[src/rtl/core/co2fp_pkg.sv]
// co2fp_pkg: shared types, constants and the BCD-style byte conversion
// for the CO2 sensor frame parser. No dependencies.

package co2fp_pkg;

    localparam int BYTE_W   = 8;
    localparam int WEIGHT_W = 11;
    localparam int PPM_W    = 18;
    localparam int POS_W    = 4;

    localparam logic [BYTE_W-1:0]   FRAME_START  = 8'hFF;
    localparam logic [BYTE_W-1:0]   FRAME_CMD    = 8'h86;
    localparam logic [POS_W-1:0]    POS_CMD      = 4'd2;
    localparam logic [POS_W-1:0]    POS_HIGH     = 4'd2;
    localparam logic [POS_W-1:0]    POS_LOW      = 4'd3;
    localparam logic [POS_W-1:0]    POS_CHECK    = 4'd8;
    localparam logic [WEIGHT_W-1:0] WEIGHT_MAX   = 11'd1024;
    localparam logic [WEIGHT_W-1:0] WEIGHT_RESET = 11'd256;

    // Divide-by-ten reciprocal: (x * 205) >> 11 is exact for all 8-bit x
    localparam logic [7:0] DIV10_MUL   = 8'd205;
    localparam int         DIV10_SHIFT = 11;

    typedef enum logic [1:0] {
        PH_HUNT,
        PH_HEAD,
        PH_BODY
    } phase_t;

    // Frame tracker status handed to the result stage
    typedef struct packed {
        logic              last;     // accepted beat is the checksum byte
        logic              sum_ok;   // checksum byte plus running sum is zero
        logic [BYTE_W-1:0] conv_hi;  // converted high concentration byte
        logic [BYTE_W-1:0] conv_lo;  // converted low concentration byte
    } frame_stat_t;

    // conv(x) = ((x / 10) * 16 + x % 10) mod 256
    function automatic logic [BYTE_W-1:0] conv_byte(input logic [BYTE_W-1:0] x);
        logic [15:0] prod;
        logic [4:0]  quo;
        logic [8:0]  tens;
        logic [3:0]  rem;
        logic [8:0]  full;
        prod = 16'(x) * 16'(DIV10_MUL);
        quo  = 5'(prod >> DIV10_SHIFT);
        tens = 9'(quo) * 9'd10;
        rem  = 4'(9'(x) - tens);
        full = {quo, 4'b0000} + 9'(rem);
        return full[BYTE_W-1:0];
    endfunction

endpackage

[src/rtl/core/co2fp_tracker.sv]
// co2fp_tracker: frame hunt state machine, running checksum and captured
// concentration bytes. Depends on co2fp_pkg.

module co2fp_tracker
    import co2fp_pkg::*;
(
    input  logic              clk,
    input  logic              rst_n,
    input  logic              beat,      // byte accepted this cycle
    input  logic [BYTE_W-1:0] rx_byte,
    output frame_stat_t       stat
);

    phase_t              phase_reg, phase_next;
    logic [POS_W-1:0]    pos_reg, pos_next;
    logic [BYTE_W-1:0]   sum_reg, sum_next;
    logic [BYTE_W-1:0]   conv_hi_reg, conv_hi_next;
    logic [BYTE_W-1:0]   conv_lo_reg, conv_lo_next;
    logic [BYTE_W-1:0]   conv_in;
    logic [BYTE_W-1:0]   sum_add;

    assign conv_in = conv_byte(rx_byte);
    assign sum_add = sum_reg + rx_byte;

    // State register
    always_ff @(posedge clk or negedge rst_n)
    begin
        if (!rst_n)
        begin
            phase_reg   <= PH_HUNT;
            pos_reg     <= '0;
            sum_reg     <= '0;
            conv_hi_reg <= '0;
            conv_lo_reg <= '0;
        end
        else if (beat)
        begin
            phase_reg   <= phase_next;
            pos_reg     <= pos_next;
            sum_reg     <= sum_next;
            conv_hi_reg <= conv_hi_next;
            conv_lo_reg <= conv_lo_next;
        end
    end

    // Next state and frame status
    always_comb
    begin
        phase_next   = PH_HUNT;
        pos_next     = '0;
        sum_next     = sum_reg;
        conv_hi_next = conv_hi_reg;
        conv_lo_next = conv_lo_reg;
        stat.last    = 1'b0;
        stat.sum_ok  = (sum_add == '0);
        stat.conv_hi = conv_hi_reg;
        stat.conv_lo = conv_lo_reg;
        case (phase_reg)
            PH_HEAD:
            begin
                // bad second byte drops back to hunting, not rechecked as start
                if (rx_byte == FRAME_CMD)
                begin
                    phase_next = PH_BODY;
                    pos_next   = POS_CMD;
                    sum_next   = rx_byte;
                end
            end
            PH_BODY:
            begin
                if (pos_reg >= POS_CHECK)
                begin
                    stat.last = 1'b1;
                    sum_next  = '0;
                end
                else
                begin
                    phase_next = PH_BODY;
                    pos_next   = pos_reg + POS_W'(1);
                    sum_next   = sum_add;
                    if (pos_reg == POS_HIGH)
                        conv_hi_next = conv_in;
                    else if (pos_reg == POS_LOW)
                        conv_lo_next = conv_in;
                end
            end
            default:
            begin
                if (rx_byte == FRAME_START)
                begin
                    phase_next = PH_HEAD;
                    pos_next   = POS_W'(1);
                end
            end
        endcase
    end

endmodule

[config.mk]
export PLATFORM = sky130hd
export DESIGN_NAME = co2fp_tracker
export DESIGN_NICKNAME = d
export VERILOG_FILES = /design/src/rtl/core/co2fp_pkg.sv /design/src/rtl/core/co2fp_tracker.sv
export SDC_FILE = /design/constraint.sdc
export NUM_CORES = 1
export LEC_CHECK = 0
export BUFFER_PORTS_ARGS = -buffer_cell sky130_fd_sc_hd__buf_2
export CAP_MARGIN = 30
export CORE_ASPECT_RATIO = 0.5
export CORE_MARGIN = 5
export CORE_UTILIZATION = 25
export DETAILED_ROUTE_END_ITERATION = 8
export PLACE_DENSITY = 0.4
export SETUP_SLACK_MARGIN = 0.02
export SLEW_MARGIN = 20
export SYNTH_ARGS = -nofsm -noshare
export SYNTH_HDL_FRONTEND = slang
export SYNTH_SLANG_ARGS = --single-unit
[constraint.sdc]
create_clock -name clk -period 4.47 [get_ports clk]
set_input_delay 0.6705 -clock clk [delete_from_list [all_inputs] [get_ports clk]]
set_output_delay 0.6705 -clock clk [all_outputs]
set_load 0.02 [all_outputs]
# Yosys cells after proc, flatten, opt, wreduce, memory -nomap -nowiden
# Index checks and enable logic that the tools add are counted.
dict set report classes {
  addsub 4
  multipliers 2
  n_div 0
  magnitude_cmp 1
  eq_ne 7
  n_shift 0
  muxes 13
  bitwise 2
  reduce_logical 5
}
# cell n
set ops {}
lappend ops {{== test 8 bit (second input constant)} 2}
lappend ops {{multiplier 8 x 8 -> 16 bit (second input constant)} 1}
lappend ops {{2-to-1 mux 8 bit} 2}
lappend ops {{one-hot mux 8 bit (2 select lines)} 1}
lappend ops {{adder 8 x 4 -> 8 bit} 1}
lappend ops {{adder 8 bit} 1}
lappend ops {{== test 4 x 2 -> 1 bit (second input constant)} 2}
lappend ops {{zero test 8 bit} 1}
lappend ops {{one-hot mux 4 bit (2 select lines)} 1}
lappend ops {{2-to-1 mux 2 bit} 3}
lappend ops {{multiplier 5 x 3 -> 3 bit (second input constant)} 1}
lappend ops {{AND reduction 5 bit} 1}
lappend ops {{adder 4 x 1 -> 4 bit (second input constant)} 1}
lappend ops {{greater-or-equal comparator 4 bit (second input constant)} 1}
lappend ops {{2-to-1 mux 1 bit} 4}
lappend ops {{2-to-1 mux 4 bit} 1}
lappend ops {{one-hot mux 2 bit (2 select lines)} 1}
lappend ops {{AND reduction 4 bit} 1}
lappend ops {{subtractor 4 bit} 1}
lappend ops {{AND reduction 3 bit} 1}
lappend ops {{== test 2 x 1 -> 1 bit (second input constant)} 1}
lappend ops {{== test 2 bit (second input constant)} 1}
lappend ops {{!= test 2 bit (second input constant)} 1}
lappend ops {{inverter 1 bit} 2}
lappend ops {{nonzero test 2 bit} 1}
dict set report totals {
  ff_bits 30
  latch_bits 0
  ram_bits 0
  romBits 0
  inputBits 11
  word_cells 39
  n_memories 0
}

# Logic depth before layout (Yosys ltp)
dict set report logic_depth {
  word_depth 4
  mapped_depth 20
  ltp_nobuf 20
}

# Worst setup path before layout
# OpenSTA, ideal clock, no wires.
dict set report synth_timing {
  kind {in2reg}
  from {input port rx_byte[1]}
  to {register conv_lo_reg[3]}
  arrival_ps 4656
  slack_ps -313
  path_stages 19
  path_cell_list {ha_1 -> xor2_1 -> ha_1 -> fa_1 -> inv_1 -> fa_1 -> inv_1 -> ha_1 -> a21oi_1 -> o21ai_1 -> a21oi_2 -> xor2_1 -> inv_1 -> ha_1 -> fa_1 -> xnor2_1 -> xnor2_1 -> xnor2_1 -> o21ai_1}
}
dict set report synth_via {
  elab_chain_len 4
}
# element line
set synth_lines {}
lappend synth_lines {{start, declared} co2fp_tracker.sv:10} ;# input logic [BYTE_W-1:0] rx_byte,
lappend synth_lines {{multiplier 8 x 8 -> 16 bit} co2fp_pkg.sv:45} ;# prod = 16'(x) * 16'(DIV10_MUL);
lappend synth_lines {{multiplier 5 x 3 -> 3 bit} co2fp_pkg.sv:47} ;# tens = 9'(quo) * 9'd10;
lappend synth_lines {{subtractor 4 bit (*)} co2fp_pkg.sv:48} ;# rem = 4'(9'(x) - tens);
lappend synth_lines {{adder 8 x 4 -> 8 bit (*)} co2fp_pkg.sv:49} ;# full = {quo, 4'b0000} + 9'(rem);
lappend synth_lines {{end signal, assigned} co2fp_tracker.sv:42} ;# conv_lo_reg <= conv_lo_next;
lappend synth_lines {{end, declared} co2fp_tracker.sv:18} ;# logic [BYTE_W-1:0] conv_lo_reg, conv_lo_next;
# Every way passes the cells marked *; elsewhere a longest branch is shown, timed or not.
# A chain may end at the register's enable or synchronous reset.

# Worst setup path after layout
dict set report layout_timing {
  from {input port rx_byte[5]}
  to {register conv_hi_reg[3]}
}
dict set report layout_via {
  elab_chain_len 4
}
# element line
set layout_lines {}
lappend layout_lines {{multiplier 8 x 8 -> 16 bit} co2fp_pkg.sv:45}
lappend layout_lines {{multiplier 5 x 3 -> 3 bit} co2fp_pkg.sv:47}
lappend layout_lines {{subtractor 4 bit} co2fp_pkg.sv:48}
lappend layout_lines {{adder 8 x 4 -> 8 bit} co2fp_pkg.sv:49}
lappend layout_lines {{end signal, assigned} co2fp_tracker.sv:41} ;# conv_hi_reg <= conv_hi_next;
lappend layout_lines {{end, declared} co2fp_tracker.sv:17} ;# logic [BYTE_W-1:0] conv_hi_reg, conv_hi_next;
# No other way between the ends.

==> results.cfg <==
[run_status]
status = finished, final reports clean

[worst_setup_path]
critPathKind = in -> reg
cp_slowest_cell = fa_1
cp_cell_sequence = buf_2 -> inv_1 -> ha_4 -> ha_1 -> inv_2 -> fa_2 -> fa_1 -> inv_1 -> ha_1 -> nand2_1 -> nor2_2 -> a21oi_4 -> xor2_2 -> inv_1 -> ha_2 -> fa_2 -> xnor2_2 -> xnor2_1 -> xnor2_1 -> o21ai_1
critPathArrivalTime_ns = 4.46
end_kind = register
crit_top_cell = inv_1
cp.required_ns = 4.61
cpPeakStageDelay_ns = 0.54
path_buf_inv = 5
r2r-start = phase_reg[0]
cp-start-kind = input pin
cpLargestDelayFamily = adder cells
cp_max_fo = 4
startpoint = rx_byte[5]
reg2reg_slack_ns = 1.96

[clock_network]
postCtsHoldBufs = 0
cts_max_path_buffers = 2
cts-root-buf = clkbuf_16
htreeDepth = 2
clk_pin_slew_ns = 0.06
cts_setup_buffers = 0
cts_made_buffers = 5
clock_sinks = 30
cts_tree = done
insertion_delay_ns = 0.28

[power_and_ir_drop]
p_total_w = 0.00138
p_leak_nw = 1.76
ir_drop_mv = 0.185
p_per_area_nw_per_um2 = 385

[grt]
grt_max_degree = 31
grtUsageTotal_pct = 10.9
gr-usage-met3_pct = 2.16
grt_pass1_wl_um = 11700
top_usage_layer = met2
grt_use_met1_pct = 15.0
grt_pass1_vias = 2327
antenna_found_initial = 0
use_met2_pct = 17.9
grt-ovfl-total = 0

[finish]
nets = 425
area_delta_synth_final_pct = 30.8
drive_above_1_share_pct = 29.5
num_antenna_cells = 0
final_cell_mix = 47 x ha_1, 34 x inv_1, 30 x dfrtp_1, 30 x buf_4, 23 x buf_2
final_common_cell = ha_1
finalNonFillerCells = 491

[logic_synthesis]
synth_fp_nets = 366
ys_async_sr_fraction_pct = 100
ys_seq_area_share_pct = 27.3
synth_enable_flop_cells = 0
synthCells = 286
ys.flop_type = dfrtp_1
ys_types = 38
synth-seq-cells = 30
avgSynthCellArea_um2 = 9.61
syn-cell-area_um2 = 2750
yosysWarnings = 0

[routing]
vias = 2149
drtAntennaViolNets = 0
routed_wirelength_um = 6910
wl_per_cell_um = 14.1
drt_pass1_iterations = 4
detail_route.vias_per_cell = 4.38
route.detailed.drc = 0
drtIter0Drc = 120

[placement]
port_buffers = 28
dp_hpwl_um = 5820
place_congestion = 0.754
dp_cells = 483

[sta]
fin_setup_tns_ns = 0
min_period_ns = 4.32
relSlewSlack_pct = 52.8
slew_violations = 0
period_share_pct = 96.7
setup_viol = 0
skew_ns = 0.00707
rsz0062_at_grt = yes
fmax_mhz = 231
worst-slew-pin-transition_ns = 0.708
hold_viol_final = 0

[run]
cap_violations = 0

[die]
dieArea_um2 = 13300
ios = 29
die_width_um = 158
die_h_um = 84.1
start_util_pct = 25.3
rows = 27
core_um2 = 10900

[hold_path]
hold_path.class = in -> async
==> cells in the mapped netlist, drive strengths merged, types with 2 or more instances <==
cell type,instances,area (µm²)
ha,57,713
inv,42,158
dfrtp,30,751
nand2,23,86.3
o21ai,23,115
a21oi,17,88.8
nor2,15,56.3
fa,12,240
xnor2,11,96.3
nand3,7,40.0
xor2,7,61.3
a221oi,4,35.0
clkbuf,4,15.0
mux2,4,45.0
nand4,3,18.8
nor2b,3,18.8
o22ai,3,18.8
a21o,2,15.0
nor3,2,10.0
nor3b,2,15.0
o21bai,2,15.0
==> report_power, final <==
part | switching, W | internal (W)
Sequential | 0.0000149 | 0.000290
Clock | 0.000124 | 0.000220
Combinational | 0.000387 | 0.000348
==> final timing paths <==
path | endpoint | depth (start not counted)
hold / removal | pos_reg[0] | 1
hold reg to reg | conv_hi_reg[7] | 2
min in group clk | conv_hi_reg[7] | 2
max in group asynchronous | conv_hi_reg[4] | 1
setup reg to reg | conv_hi_reg[5] | 6
setup / recovery | conv_hi_reg[3] | 20
==> repair_timing <==
item / in CTS / in global routing
pin swaps: 8 / 10
setup endpoints to repair: 2 / 3
gates resized for setup: 12 / 22
==> layout make-up <==
cell class	count	area (µm²)
Clock buffer	6	139
Clock inverter	2	12.5
Fill cell	1134	7280
Inverter	42	160
Multi-Input combinational cell	210	1980
Sequential cell	30	751
Tap cell	145	181
Timing Repair Buffer	56	370
==> cells by family after synthesis <==
| group | Yosys count | synth area share (%) |
|---|---|---|
| fa+ha+maj | 69 | 34.7 |
| compound gates | 60 | 14.2 |
| xor+xnor | 18 | 5.74 |
| flops | 30 | 27.3 |
| buf+inv | 46 | 6.28 |
| simple gates | 59 | 10.1 |
| mux | 4 | 1.64 |
==> worst reg2reg max path, cell delays in order (launching register included) <==
cell     delay (ns)
dfrtp_1        0.39
inv_1          0.08
ha_1           0.28
inv_2          0.15
nor2_1         0.53
nand3_1        0.53
mux2_2         0.43
==> metal layers <==
layer | wire length [µm] | part of all wire (%)
met5 | 0 | 0
met4 | 67 | 0.97
met3 | 295 | 4.3
met2 | 3090 | 45
met1 | 3460 | 50
==> through the flow <==
| step | setup WS [ns] | area (µm²) | util [%] | hold WS [ns] |
|---|---|---|---|---|
| detailed placement | -0.458 | 3300 | 30.3 | 0.466 |
| global placement | -0.374 | 3290 | 30.2 | 0.455 |
| CTS | 0.0257 | 3520 | 32.3 | 0.468 |
| floorplan | -0.100 | 2780 | - | 0.375 |
| global route | -0.0288 | 3590 | 33.0 | 0.494 |
| finish | 0.147 | 3590 | 33.0 | 0.444 |
No activity file was read; power rests on OpenSTA's default activity.
